==> config.mk <==
export PLATFORM = sky130hd
export DESIGN_NAME = command_line_tokenizer
export DESIGN_NICKNAME = d
export VERILOG_FILES = /design/src/rtl/cmdtok_pkg.sv /design/src/rtl/cmdtok_step.sv /design/src/rtl/command_line_tokenizer.sv
export VERILOG_INCLUDE_DIRS = /design/src /design/src/rtl
export SDC_FILE = /design/constraint.sdc
export NUM_CORES = 1
export LEC_CHECK = 0
export ABC_AREA = 0
export BUFFER_PORTS_ARGS = -buffer_cell sky130_fd_sc_hd__buf_4
export CORE_ASPECT_RATIO = 1.4
export CORE_MARGIN = 3
export CORE_UTILIZATION = 50
export CTS_CLUSTER_SIZE = 8
export DETAILED_ROUTE_END_ITERATION = 10
export HOLD_SLACK_MARGIN = 0.02
export PLACE_DENSITY_LB_ADDON = 0.25
export SYNTH_ARGS = -nofsm -noshare
export SYNTH_HDL_FRONTEND = slang
export SYNTH_SLANG_ARGS = --single-unit
==> constraint.sdc <==
create_clock -name clk -period 3.14 [get_ports clk]
set_input_delay 0.157 -clock clk [delete_from_list [all_inputs] [get_ports clk]]
set_output_delay 0.157 -clock clk [all_outputs]
set_load 0.02 [all_outputs]
==> src/rtl/assert_macros.svh <==
// ----------------------------------------------------------------------------
// Assertion macros
// Concurrent assertion shorthands used by the RTL of the project.
// ----------------------------------------------------------------------------
`ifndef ASSERT_MACROS_SVH
`define ASSERT_MACROS_SVH

`ifndef SYNTHESIS

`define ASSERT_IMPL(label, clk, rst_n, ante, cons, msg) \
	label: assert property (@(posedge clk) disable iff (!rst_n) (ante) |-> (cons)) \
		else $error(msg);

`define ASSERT_NEXT(label, clk, rst_n, ante, cons, msg) \
	label: assert property (@(posedge clk) disable iff (!rst_n) (ante) |=> (cons)) \
		else $error(msg);

`else

`define ASSERT_IMPL(label, clk, rst_n, ante, cons, msg)

`define ASSERT_NEXT(label, clk, rst_n, ante, cons, msg)

`endif

`endif

==> src/rtl/cmdtok_pkg.sv <==
// ----------------------------------------------------------------------------
// Command line tokenizer package
// Shared types, codes, byte constants and limits of the tokenizer.
// ----------------------------------------------------------------------------
`timescale 1ns / 1ps

package cmdtok_pkg;

	localparam int COMMAND_LIMIT = 32;
	localparam int TOKEN_LIMIT   = 32;
	localparam int LENGTH_LIMIT  = 128;

	localparam int CMD_CAP = (COMMAND_LIMIT < 32) ? COMMAND_LIMIT : 32;
	localparam int TOK_CAP = (TOKEN_LIMIT < 32) ? TOKEN_LIMIT : 32;
	localparam int LEN_CAP = (LENGTH_LIMIT < 255) ? LENGTH_LIMIT : 255;

	localparam int CFG_IDX_W  = 2;
	localparam int CFG_DATA_W = 8;

	localparam logic [CFG_IDX_W-1:0] CFG_MAX_COMMANDS     = 2'd0;
	localparam logic [CFG_IDX_W-1:0] CFG_MAX_TOKENS       = 2'd1;
	localparam logic [CFG_IDX_W-1:0] CFG_MAX_TOKEN_LENGTH = 2'd2;

	localparam logic [5:0] RST_MAX_COMMANDS     = 6'd20;
	localparam logic [5:0] RST_MAX_TOKENS       = 6'd20;
	localparam logic [7:0] RST_MAX_TOKEN_LENGTH = 8'd80;

	localparam logic [7:0] CH_NUL   = 8'h00;
	localparam logic [7:0] CH_TAB   = 8'h09;
	localparam logic [7:0] CH_NL    = 8'h0A;
	localparam logic [7:0] CH_SPACE = 8'h20;
	localparam logic [7:0] CH_QUOTE = 8'h22;
	localparam logic [7:0] CH_AMP   = 8'h26;
	localparam logic [7:0] CH_SEMI  = 8'h3B;
	localparam logic [7:0] CH_LT    = 8'h3C;
	localparam logic [7:0] CH_GT    = 8'h3E;
	localparam logic [7:0] CH_PIPE  = 8'h7C;

	typedef enum logic [2:0] {
		KIND_CHAR        = 3'd0,
		KIND_TOKEN_END   = 3'd1,
		KIND_COMMAND_END = 3'd2,
		KIND_LINE_END    = 3'd3,
		KIND_ERROR       = 3'd4
	} kind_t;

	typedef enum logic [1:0] {
		ERR_NONE     = 2'd0,
		ERR_COMMANDS = 2'd1,
		ERR_TOKENS   = 2'd2,
		ERR_LENGTH   = 2'd3
	} err_t;

	typedef struct packed {
		logic [4:0] cmd;
		logic [4:0] tok;
		logic [7:0] pos;
		logic       hold;
	} state_t;

	typedef struct packed {
		logic [5:0] cmd_lim;
		logic [5:0] tok_lim;
		logic [7:0] len_lim;
	} limits_t;

	typedef struct packed {
		kind_t      kind;
		logic [7:0] ch;
		logic [4:0] cmd;
		logic [4:0] tok;
		logic [7:0] pos;
		logic       pipe;
		err_t       err;
	} result_t;

endpackage

==> src/rtl/cmdtok_step.sv <==
// ----------------------------------------------------------------------------
// Tokenizer step logic
// Classifies one byte against the line state and forms the next state and
// the result transaction, if any.
// ----------------------------------------------------------------------------
`timescale 1ns / 1ps

module cmdtok_step
	import cmdtok_pkg::*;
(
	input  logic [7:0] ch,
	input  state_t     st,
	input  limits_t    lim,
	output state_t     nxt,
	output logic       emit,
	output result_t    res
);

	logic is_blank;
	logic is_cmd_sep;
	logic is_tok_sep;
	logic cmd_over;
	logic tok_over;
	logic len_over;

	assign is_blank   = ch inside {CH_SPACE, CH_TAB};
	assign is_cmd_sep = ch inside {CH_PIPE, CH_SEMI};
	assign is_tok_sep = ch inside {CH_SPACE, CH_TAB, CH_LT, CH_GT, CH_AMP, CH_QUOTE};
	assign cmd_over   = ({1'b0, st.cmd} + 6'd1) >= lim.cmd_lim;
	assign tok_over   = ({1'b0, st.tok} + 6'd1) >= lim.tok_lim;
	assign len_over   = st.pos >= lim.len_lim;

	always_comb begin
		nxt      = st;
		emit     = 1'b0;
		res.kind = KIND_CHAR;
		res.ch   = 8'd0;
		res.cmd  = st.cmd;
		res.tok  = st.tok;
		res.pos  = st.pos;
		res.pipe = 1'b0;
		res.err  = ERR_NONE;
		if (ch == CH_NL) begin
			emit     = !st.hold;
			res.kind = KIND_LINE_END;
			nxt      = '0;
		end else if (ch == CH_NUL || st.hold) begin
			emit = 1'b0;
		end else if (is_blank && st.pos == 8'd0) begin
			emit = 1'b0;
		end else if (is_cmd_sep) begin
			emit = 1'b1;
			if (cmd_over) begin
				nxt.hold = 1'b1;
				res.kind = KIND_ERROR;
				res.err  = ERR_COMMANDS;
			end else begin
				res.kind = KIND_COMMAND_END;
				res.pipe = (ch == CH_PIPE);
				nxt.cmd  = st.cmd + 5'd1;
				nxt.tok  = 5'd0;
				nxt.pos  = 8'd0;
			end
		end else if (is_tok_sep) begin
			emit = 1'b1;
			if (tok_over) begin
				nxt.hold = 1'b1;
				res.kind = KIND_ERROR;
				res.err  = ERR_TOKENS;
			end else begin
				res.kind = KIND_TOKEN_END;
				nxt.tok  = st.tok + 5'd1;
				nxt.pos  = 8'd0;
			end
		end else begin
			emit = 1'b1;
			if (len_over) begin
				nxt.hold = 1'b1;
				res.kind = KIND_ERROR;
				res.err  = ERR_LENGTH;
			end else begin
				res.kind = KIND_CHAR;
				res.ch   = ch;
				nxt.pos  = st.pos + 8'd1;
			end
		end
	end

endmodule

==> src/rtl/command_line_tokenizer.sv <==
// ----------------------------------------------------------------------------
// Command line tokenizer
// Splits a command line, one byte per transaction, into token characters,
// token ends, command ends, line ends and errors.
//
//   channel   direction  handshake           payload
//   input     in         in_valid/in_stall   char_in
//   result    out        out_valid/out_stall event_kind .. error_code
//   config    in         cfg_we              cfg_index, cfg_data
//
// A byte is captured in the input register and then resolved into the result
// register, so one byte is taken every cycle while in_stall stays low. The
// line state updates in that same step.
// Reset clears the line state and loads the register defaults.
// in_stall rises only while a held result is stalled and a byte waits.
// ----------------------------------------------------------------------------
`timescale 1ns / 1ps
`include "assert_macros.svh"

module command_line_tokenizer
	import cmdtok_pkg::*;
(
	input  logic                  clk,
	input  logic                  arst_n,
	input  logic                  in_valid,
	output logic                  in_stall,
	input  logic [7:0]            char_in,
	output logic                  out_valid,
	input  logic                  out_stall,
	output logic [2:0]            event_kind,
	output logic [7:0]            char_out,
	output logic [4:0]            command_index,
	output logic [4:0]            token_index,
	output logic [7:0]            char_position,
	output logic                  pipes_to_next,
	output logic [1:0]            error_code,
	input  logic                  cfg_we,
	input  logic [CFG_IDX_W-1:0]  cfg_index,
	input  logic [CFG_DATA_W-1:0] cfg_data
);

	logic [5:0] max_commands_q;
	logic [5:0] max_tokens_q;
	logic [7:0] max_len_q;

	logic       valid_s1;
	logic [7:0] char_s1;

	state_t     state_q;
	state_t     state_nxt;
	limits_t    lim;
	logic       emit;
	result_t    res;
	result_t    res_q;
	logic       out_valid_q;
	logic       advance;

	always_ff @(posedge clk or negedge arst_n) begin
		if (!arst_n) begin
			max_commands_q <= RST_MAX_COMMANDS;
			max_tokens_q   <= RST_MAX_TOKENS;
			max_len_q      <= RST_MAX_TOKEN_LENGTH;
		end else if (cfg_we) begin
			case (cfg_index)
				CFG_MAX_COMMANDS:     max_commands_q <= cfg_data[5:0];
				CFG_MAX_TOKENS:       max_tokens_q   <= cfg_data[5:0];
				CFG_MAX_TOKEN_LENGTH: max_len_q      <= cfg_data;
				default:              max_len_q      <= max_len_q;
			endcase
		end
	end

	assign lim.cmd_lim = (max_commands_q > 6'(CMD_CAP)) ? 6'(CMD_CAP) : max_commands_q;
	assign lim.tok_lim = (max_tokens_q > 6'(TOK_CAP)) ? 6'(TOK_CAP) : max_tokens_q;
	assign lim.len_lim = (max_len_q > 8'(LEN_CAP)) ? 8'(LEN_CAP) : max_len_q;

	assign advance  = valid_s1 && (!out_valid_q || !out_stall);
	assign in_stall = valid_s1 && !advance;

	always_ff @(posedge clk or negedge arst_n) begin
		if (!arst_n) begin
			valid_s1 <= 1'b0;
		end else if (!in_stall) begin
			valid_s1 <= in_valid;
		end
	end

	always_ff @(posedge clk) begin
		if (in_valid && !in_stall) begin
			char_s1 <= char_in;
		end
	end

	cmdtok_step u_step (
		.ch   (char_s1),
		.st   (state_q),
		.lim  (lim),
		.nxt  (state_nxt),
		.emit (emit),
		.res  (res)
	);

	always_ff @(posedge clk or negedge arst_n) begin
		if (!arst_n) begin
			state_q     <= '0;
			out_valid_q <= 1'b0;
		end else if (advance) begin
			state_q     <= state_nxt;
			out_valid_q <= emit;
		end else if (!out_stall) begin
			out_valid_q <= 1'b0;
		end
	end

	always_ff @(posedge clk) begin
		if (advance && emit) begin
			res_q <= res;
		end
	end

	assign out_valid     = out_valid_q;
	assign event_kind    = res_q.kind;
	assign char_out      = res_q.ch;
	assign command_index = res_q.cmd;
	assign token_index   = res_q.tok;
	assign char_position = res_q.pos;
	assign pipes_to_next = res_q.pipe;
	assign error_code    = res_q.err;

	`ASSERT_IMPL(a_err_holds, clk, arst_n, out_valid_q && res_q.kind == KIND_ERROR, state_q.hold, "error result without hold")
	`ASSERT_IMPL(a_stall_src, clk, arst_n, in_stall, valid_s1 && out_valid_q && out_stall, "input stalled without cause")
	`ASSERT_IMPL(a_err_code, clk, arst_n, out_valid_q && res_q.kind != KIND_ERROR, res_q.err == ERR_NONE, "error code on non-error result")
	`ASSERT_NEXT(a_hold_quiet, clk, arst_n, state_q.hold && !(advance && char_s1 == CH_NL), state_q.hold, "hold dropped without newline")

endmodule

==> results of run 1 <==
area by class of cell:
class	instances	area share, %
clock buffer	11	2.71
clock inverter	5	1.68
inverter	15	1.16
multi-input combinational	220	34.3
sequential	81	46.1
tap	97	2.50
timing repair buffer	71	11.6
critical path: stages (launching register included):
cell and delay [ps]:
dfrtp_1 430, ha_1 230, nand3_1 140, xnor2_1 160, ha_1 320, a21o_1 190
a21oi_1 180, o21ai_1 200, a221o_2 490, o41ai_1 420, a21o_1 120
power by group through the flow:
| stage | Combinational, W | Sequential, W | Clock [W] |
|---|---|---|---|
| floorplan | 0.000617 | 0.00155 | 0 |
| global placement | 0.000934 | 0.00151 | 0 |
| detailed placement | 0.000970 | 0.00152 | 0 |
| CTS | 0.000995 | 0.00149 | 0.000824 |
| global route | 0.00110 | 0.00152 | 0.000866 |
| finish | 0.000990 | 0.00149 | 0.000812 |
cell families after synthesis:
family                   Yosys count
multiplexers                      22
adder cells (fa/ha/maj)           24
XOR/XNOR                           5
AO/OA/AOI/OAI                     57
AND/OR/NAND/NOR                  112
buffers and inverters             18
flip-flops                        81
stage by stage:
stage | instances | instance area (sq um) | power, W | setup slack (ps) | hold WS, ps
floorplan | 319 | 3970 | 0.00217 | 490 | -139
global placement | 472 | 4510 | 0.00244 | 276 | 167
detailed placement | 472 | 4510 | 0.00249 | 107 | 171
CTS | 500 | 4840 | 0.00331 | 64.2 | 28.4
global route | 500 | 4850 | 0.00349 | 86.3 | 31.4
finish | 500 | 4850 | 0.00330 | 206 | 36.2
final timing paths:
path	from	endpoint
max in group asynchronous	arst_n	max_commands_q[2]
worst min-delay path	cfg_data[7]	max_len_q[7]
worst max register to register	state_q[14]	state_q[4]
worst min register to register	max_commands_q[0]	max_commands_q[0]
min in group asynchronous	arst_n	state_q[2]
worst max-delay path	state_q[14]	state_q[4]
sequential cells by signal, summed over array words and instances, names as in the netlist:
name            cells
state_q            19
char_out            8
char_position       8
char_s1             8
max_len_q           8
max_commands_q      6
max_tokens_q        6
command_index       5
token_index         5
event_kind          3
error_code          2
out_valid           1
pipes_to_next       1
valid_s1            1
placed cells by master (no fill, tap or decap), types with 4 or more instances in the layout:
| cell type | Yosys | layout |
|---|---|---|
| buf_4 | 1 | 60 |
| edfxtp_1 | 40 | 40 |
| dfrtp_1 | 35 | 35 |
| nand2_1 | 33 | 33 |
| ha_1 | 24 | 24 |
| mux2_2 | 20 | 20 |
| inv_1 | 15 | 15 |
| nand3_1 | 14 | 14 |
| nor3_1 | 12 | 12 |
| nor2_1 | 12 | 12 |
| dlygate4sd3_1 | 0 | 11 |
| and2_1 | 9 | 9 |
| a21oi_1 | 9 | 9 |
| clkbuf_8 | 0 | 9 |
| a21o_1 | 8 | 8 |
| dfstp_2 | 6 | 6 |
| nand2b_1 | 5 | 5 |
| o21ai_0 | 6 | 5 |
| or2_2 | 4 | 4 |
| o22ai_1 | 4 | 4 |
layer usage:
layer  up-vias  share of wire [%]  GRT usage (%)
li1       1353                  -              -
met1      1353                 40           21.9
met2        66                 53           31.9
met3        18                3.9           3.24
met4         0                2.6           8.57
met5         -                  0              0
Yosys cell counts (all sizes together), types with 4 or more instances:
| master | count |
|---|---|
| dfrtp | 35 |
| nand2 | 34 |
| o21ai | 8 |
| edfxtp | 40 |
| or2 | 5 |
| nand2b | 5 |
| o22ai | 4 |
| nor3 | 12 |
| nor2 | 12 |
| nand3 | 14 |
| mux2 | 20 |
| inv | 15 |
| dfstp | 6 |
| a21o | 8 |
| ha | 24 |
| and2 | 9 |
| a21oi | 11 |
timing repair:
action,4_1_cts,5_1_grt
buffers inserted,1,0
setup endpoints to repair,3,7
gates resized for setup,0,2
pin swaps,1,0
hold buffers,11,0
hold endpoints to repair,45,0
==> impl_metrics.tcl, run 1 <==
set metrics [dict create \
    outcome "completed" \
    rrSetupSlack_ps 210 \
    totalWireLength_um 7740 \
    yosys_warnings 0 \
    drt_iter0_markers 191 \
    synthXorXnorAreaFrac_pct 1.10 \
    layout-drive-gt1-share_pct 28.3 \
    die_w_um 81.3 \
    syn_area_per_cell_sq_um 12.4 \
    synth_adder_area_share_pct 7.57 \
    multi_input_area_sq_um 1660 \
    vias_per_cell 5.58 \
    die_area_sq_um 9050 \
    firstDrtPassIters 4 \
    htreeDepth 3 \
    synth_top_family_by_area "simple AND/OR/NAND/NOR gates" \
    antenna_left 0 \
    final-hold-violation-count 0 \
    clk_latency_ps 360 \
    sequentialPowerShare_pct 45.3 \
    utilization_pct 64.2 \
    syn_area_sq_um 3970 \
    drc 0 \
    comb_power_share_pct 30.0 \
    ios 57 \
    leakage_nw 2.05 \
    period_share_pct 93.4 \
    ys.flop_type "edfxtp_1" \
    p_sw_w 0.00105 \
    internal_power_w 0.00224 \
    wl_per_cell_um 15.5 \
    arrival_ps 3230 \
    whs_path_depth 2 \
    clock_tree.buffer_depth 2 \
    synth-seq-area-share_pct 56.3 \
    gp_congestion 0.826 \
    cp_max_fo 9 \
    synth_top_area_share_pct 30.3 \
    core-area_sq_um 7550 \
    synth_compound_area_share_pct 11.0 \
    finClkSkew_ps 15.8 \
    finalSetupViolCount 0 \
    cap_violations 0 \
    initial_core_util_pct 52.6 \
    clk_pin_slew_ps 80 \
    async_flop_share_pct 50.6 \
    seq_area_sq_um 2230 \
    antenna_cells 0 \
    syn_to_final_growth_pct 22.2 \
    tns_ps 0 \
    synth_area_leaders "edfxtp_1 30%, dfrtp_1 22%, ha_1 7.6%, mux2_2 5.7%, dfstp_2 4.0%" \
    path_class "reg -> reg" \
    fillers 604 \
    synth_edf_count 40 \
    port_buffers 56 \
    synth.distinct_cells 58 \
    numCtsBuffers 9 \
    critPathLaunchType "register" \
    globalRoute.totalOverflow 0 \
    cts_tree "built" \
    switching_share_pct 31.9 \
    route.vias.total 2790 \
    hold_path.class "in -> reg" \
    yosys.area.top_type "edfxtp_1" \
    gr-usage-all-layers_pct 18.5 \
    muxShareOfSynthArea_pct 6.18 \
    power_frac_clock_pct 24.6 \
    nets 445 \
    grt_pass1_wl_um 13000 \
    post-dp-hpwl_um 5660 \
    core.rowCount 37 \
    period_needed_ps 2930 \
    critPathCaptureType "register" \
    clock_sinks 81 \
    slew_violations 0 \
    synth_seq_cells 81 \
    slew-limit-headroom_pct 36.6 \
    grt_max_degree 42 \
    power_density_nw_per_um2 680 \
    synth-simple-area-share_pct 16.0 \
    tightest_slew_ps 949 \
    antenna_found_initial 0 \
    synth_cells 319 \
    max_freq_mhz 341 \
    clock_tree.root_cell "clkbuf_8" \
    grt_pass1_vias 2795 \
    ff2ff_path_depth 10 \
    cp.required_ps 3440 \
    vdd_drop_max_uv 352 \
    syn_nets 366 \
    rsz0062_at_grt "false" \
    die_y_um 111 \
]
Power figures use the tool's default switching activity.
==> inputs of run 2 (changes only) <==
GPL_ROUTABILITY_DRIVEN = 0   (was default)
SYNTH_HIERARCHICAL = 1   (was default)
==> run 2 against run 1 <==
  * Non-clock buffer count up 5
  * Cell count up 14%
  * First-iteration DRC count up 4.2%
  * Setup slack worse by 20 ps
  * Routed wire length up 23%
  * Area after synthesis up 17%
  * Count of clock-buffer cells in the layout down 2
  * Hold slack better by 14 ps
==> impl_metrics.tcl, run 2 <==
set metrics [dict create \
    htreeDepth 3 \
    numCtsBuffers 9 \
    ys_top_cells_by_count "40 x edfxtp_1, 35 x dfrtp_1, 29 x mux2_2, 27 x nand2_1" \
    syn_area_per_cell_sq_um 11.6 \
    largest_reg_flops 19 \
    ys.flop_type "edfxtp_1" \
    max_freq_mhz 338 \
    holdPathEnd "max_len_q[7]" \
    clock_sinks 81 \
    placed_area_sq_um 5070 \
    syn_area_sq_um 4660 \
    initial_core_util_pct 51.6 \
    critPathLaunchType "register" \
    die_w_um 87.6 \
    slew-limit-headroom_pct 28.5 \
    tightest_slew_ps 1060 \
    top_register "state_q" \
    die_y_um 120 \
    async_flop_share_pct 50.6 \
    rrSetupSlack_ps 190 \
    clock_tree.buffer_depth 2 \
    nets 505 \
    post-dp-hpwl_um 6940 \
    synth_seq_cells 81 \
    port_buffers 56 \
    fillers 751 \
    critPathCaptureType "register" \
    cap_violations 0 \
    wl_per_cell_um 16.7 \
    synth-seq-area-share_pct 48.0 \
    mostFrequentLayoutCell "buf_4" \
    rsz0062_at_grt "false" \
    path_class "reg -> reg" \
    leakage_nw 2.36 \
    synth.distinct_cells 68 \
    hold_slack_ps 50.1 \
    final_area_sq_um 5530 \
    tns_ps 0 \
    yosys.area.top_type "edfxtp_1" \
    whs_path_depth 2 \
    regToRegStartpoint "max_len_q[7]" \
    die_area_sq_um 10500 \
    clk_latency_ps 340 \
    final_cells 570 \
    core.rowCount 41 \
    ios 57 \
    outcome "completed" \
    drc 0 \
    slew_violations 0 \
    clk_pin_slew_ps 60 \
    synth_most_common_cell "edfxtp_1" \
    layout-drive-gt1-share_pct 32.4 \
    period_needed_ps 2950 \
    placed_cells 544 \
    cp_max_fo 9 \
    vdd_drop_max_uv 483 \
    synth_top_area_share_pct 25.8 \
    antenna_found_initial 0 \
    grt_pass1_wl_um 15900 \
    grt_pass1_vias 3208 \
    antenna_left 0 \
    finClkSkew_ps 7.43 \
    synth_area_leaders "edfxtp_1 26%, dfrtp_1 19%, mux2_2 7.0%, ha_1 6.4%, dfstp_2 3.4%" \
    hold_start "cfg_data[7]" \
    grt_max_degree 42 \
    core-area_sq_um 9030 \
    route.vias.total 3228 \
    hold_path.class "in -> reg" \
    drt_iter0_markers 199 \
    syn_to_final_growth_pct 18.8 \
    final-hold-violation-count 0 \
    synth_cells 401 \
    totalWireLength_um 9500 \
    yosys_warnings 6 \
    postCtsSetupRepairBufs 0 \
    cp.required_ps 3370 \
    gr-usage-all-layers_pct 19.6 \
    layout_common_cells "66 x buf_4, 40 x edfxtp_1, 35 x dfrtp_1" \
    timing.rr.end "state_q[7]" \
    clock_tree.root_cell "clkbuf_16" \
    vias_per_cell 5.66 \
    antenna_cells 0 \
    ff2ff_path_depth 9 \
    arrival_ps 3180 \
    cts_tree "built" \
    globalRoute.totalOverflow 0 \
    finalSetupViolCount 0 \
    firstDrtPassIters 4 \
    syn_nets 448 \
    synth_edf_count 40 \
    power_density_nw_per_um2 717 \
    period_share_pct 94.1 \
    utilization_pct 61.3 \
]
[run 2: changes by cell type after synthesis, sizes merged, moves of 6 or more]
cell / delta
nor2b: +16
nor3: -6
nand2: -7
mux2: +19
buf: +23
inv: +10
[run 2: cells by family (layout without fill, tap and decap cells)]
| logic type | Yosys count | count (layout) | synth area share, % |
|---|---|---|---|
| xor+xnor | 7 | 7 | 1.32 |
| simple gates | 134 | 134 | 16.7 |
| flops | 81 | 81 | 48.0 |
| buf+inv | 55 | 117 | 6.91 |
| compound gates | 59 | 59 | 10.0 |
| fa+ha+maj | 24 | 24 | 6.45 |
| mux | 41 | 41 | 10.7 |
[run 2: where the power goes]
group	internal [W]	switching, W	total, W
logic	0.000553	0.000684	0.00124
registers	0.00137	0.000143	0.00151
clock network	0.000785	0.000436	0.00122
[run 2: per-layer routing]
| metal | vias to the layer above | GRT usage [%] | part of all wire, % |
|---|---|---|---|
| met5 | - | 0 | 0 |
| met4 | 0 | 8.25 | 2.6 |
| met3 | 21 | 4.50 | 4.2 |
| met2 | 88 | 32.4 | 52 |
| met1 | 1565 | 24.2 | 41 |
| li1 | 1554 | - | - |
[run 2: timing repair]
action                                 CTS  global route
resized for setup                        0             2
endpoints found under the hold margin   44             0
setup endpoints to repair                0             7
hold buffers                            10             0
[run 2: final cells by class]
cell class	instances	area (sq um)	area share [%]
clock buffers	9	225	4.07
clock inverters	7	125	2.26
inverters	25	93.8	1.70
multi-input cells	265	2120	38.4
flip-flops and latches	81	2230	40.4
well taps	107	134	2.42
repair buffers	76	596	10.8
[run 2: worst max-delay path by stage]
stage                             from          end
after global routing       state_q[14]  state_q[13]
after CTS                   state_q[9]   state_q[1]
after detailed placement    state_q[9]   state_q[1]
after floorplan             char_s1[3]  char_out[0]
after global placement    max_len_q[7]   state_q[7]
final                     max_len_q[7]   state_q[7]
[run 2: worst max-delay path, stage by stage, from the launching register on]
cell and delay, ps:
dfrtp_1 460, nor2b_1 160, ha_1 240, nand2b_1 140
a2111oi_1 510, o31ai_1 320, or3_1 450, a31oi_1 200
o22ai_1 100, mux2_4 250
[run 2: stage by stage]
stage / power, W / setup WS [ps]
after floorplan: 0.00239 / 481
after CTS: 0.00399 / 146
after global routing: 0.00419 / 5.67
after global placement: 0.00270 / 224
after detailed placement: 0.00275 / 160
final: 0.00397 / 186
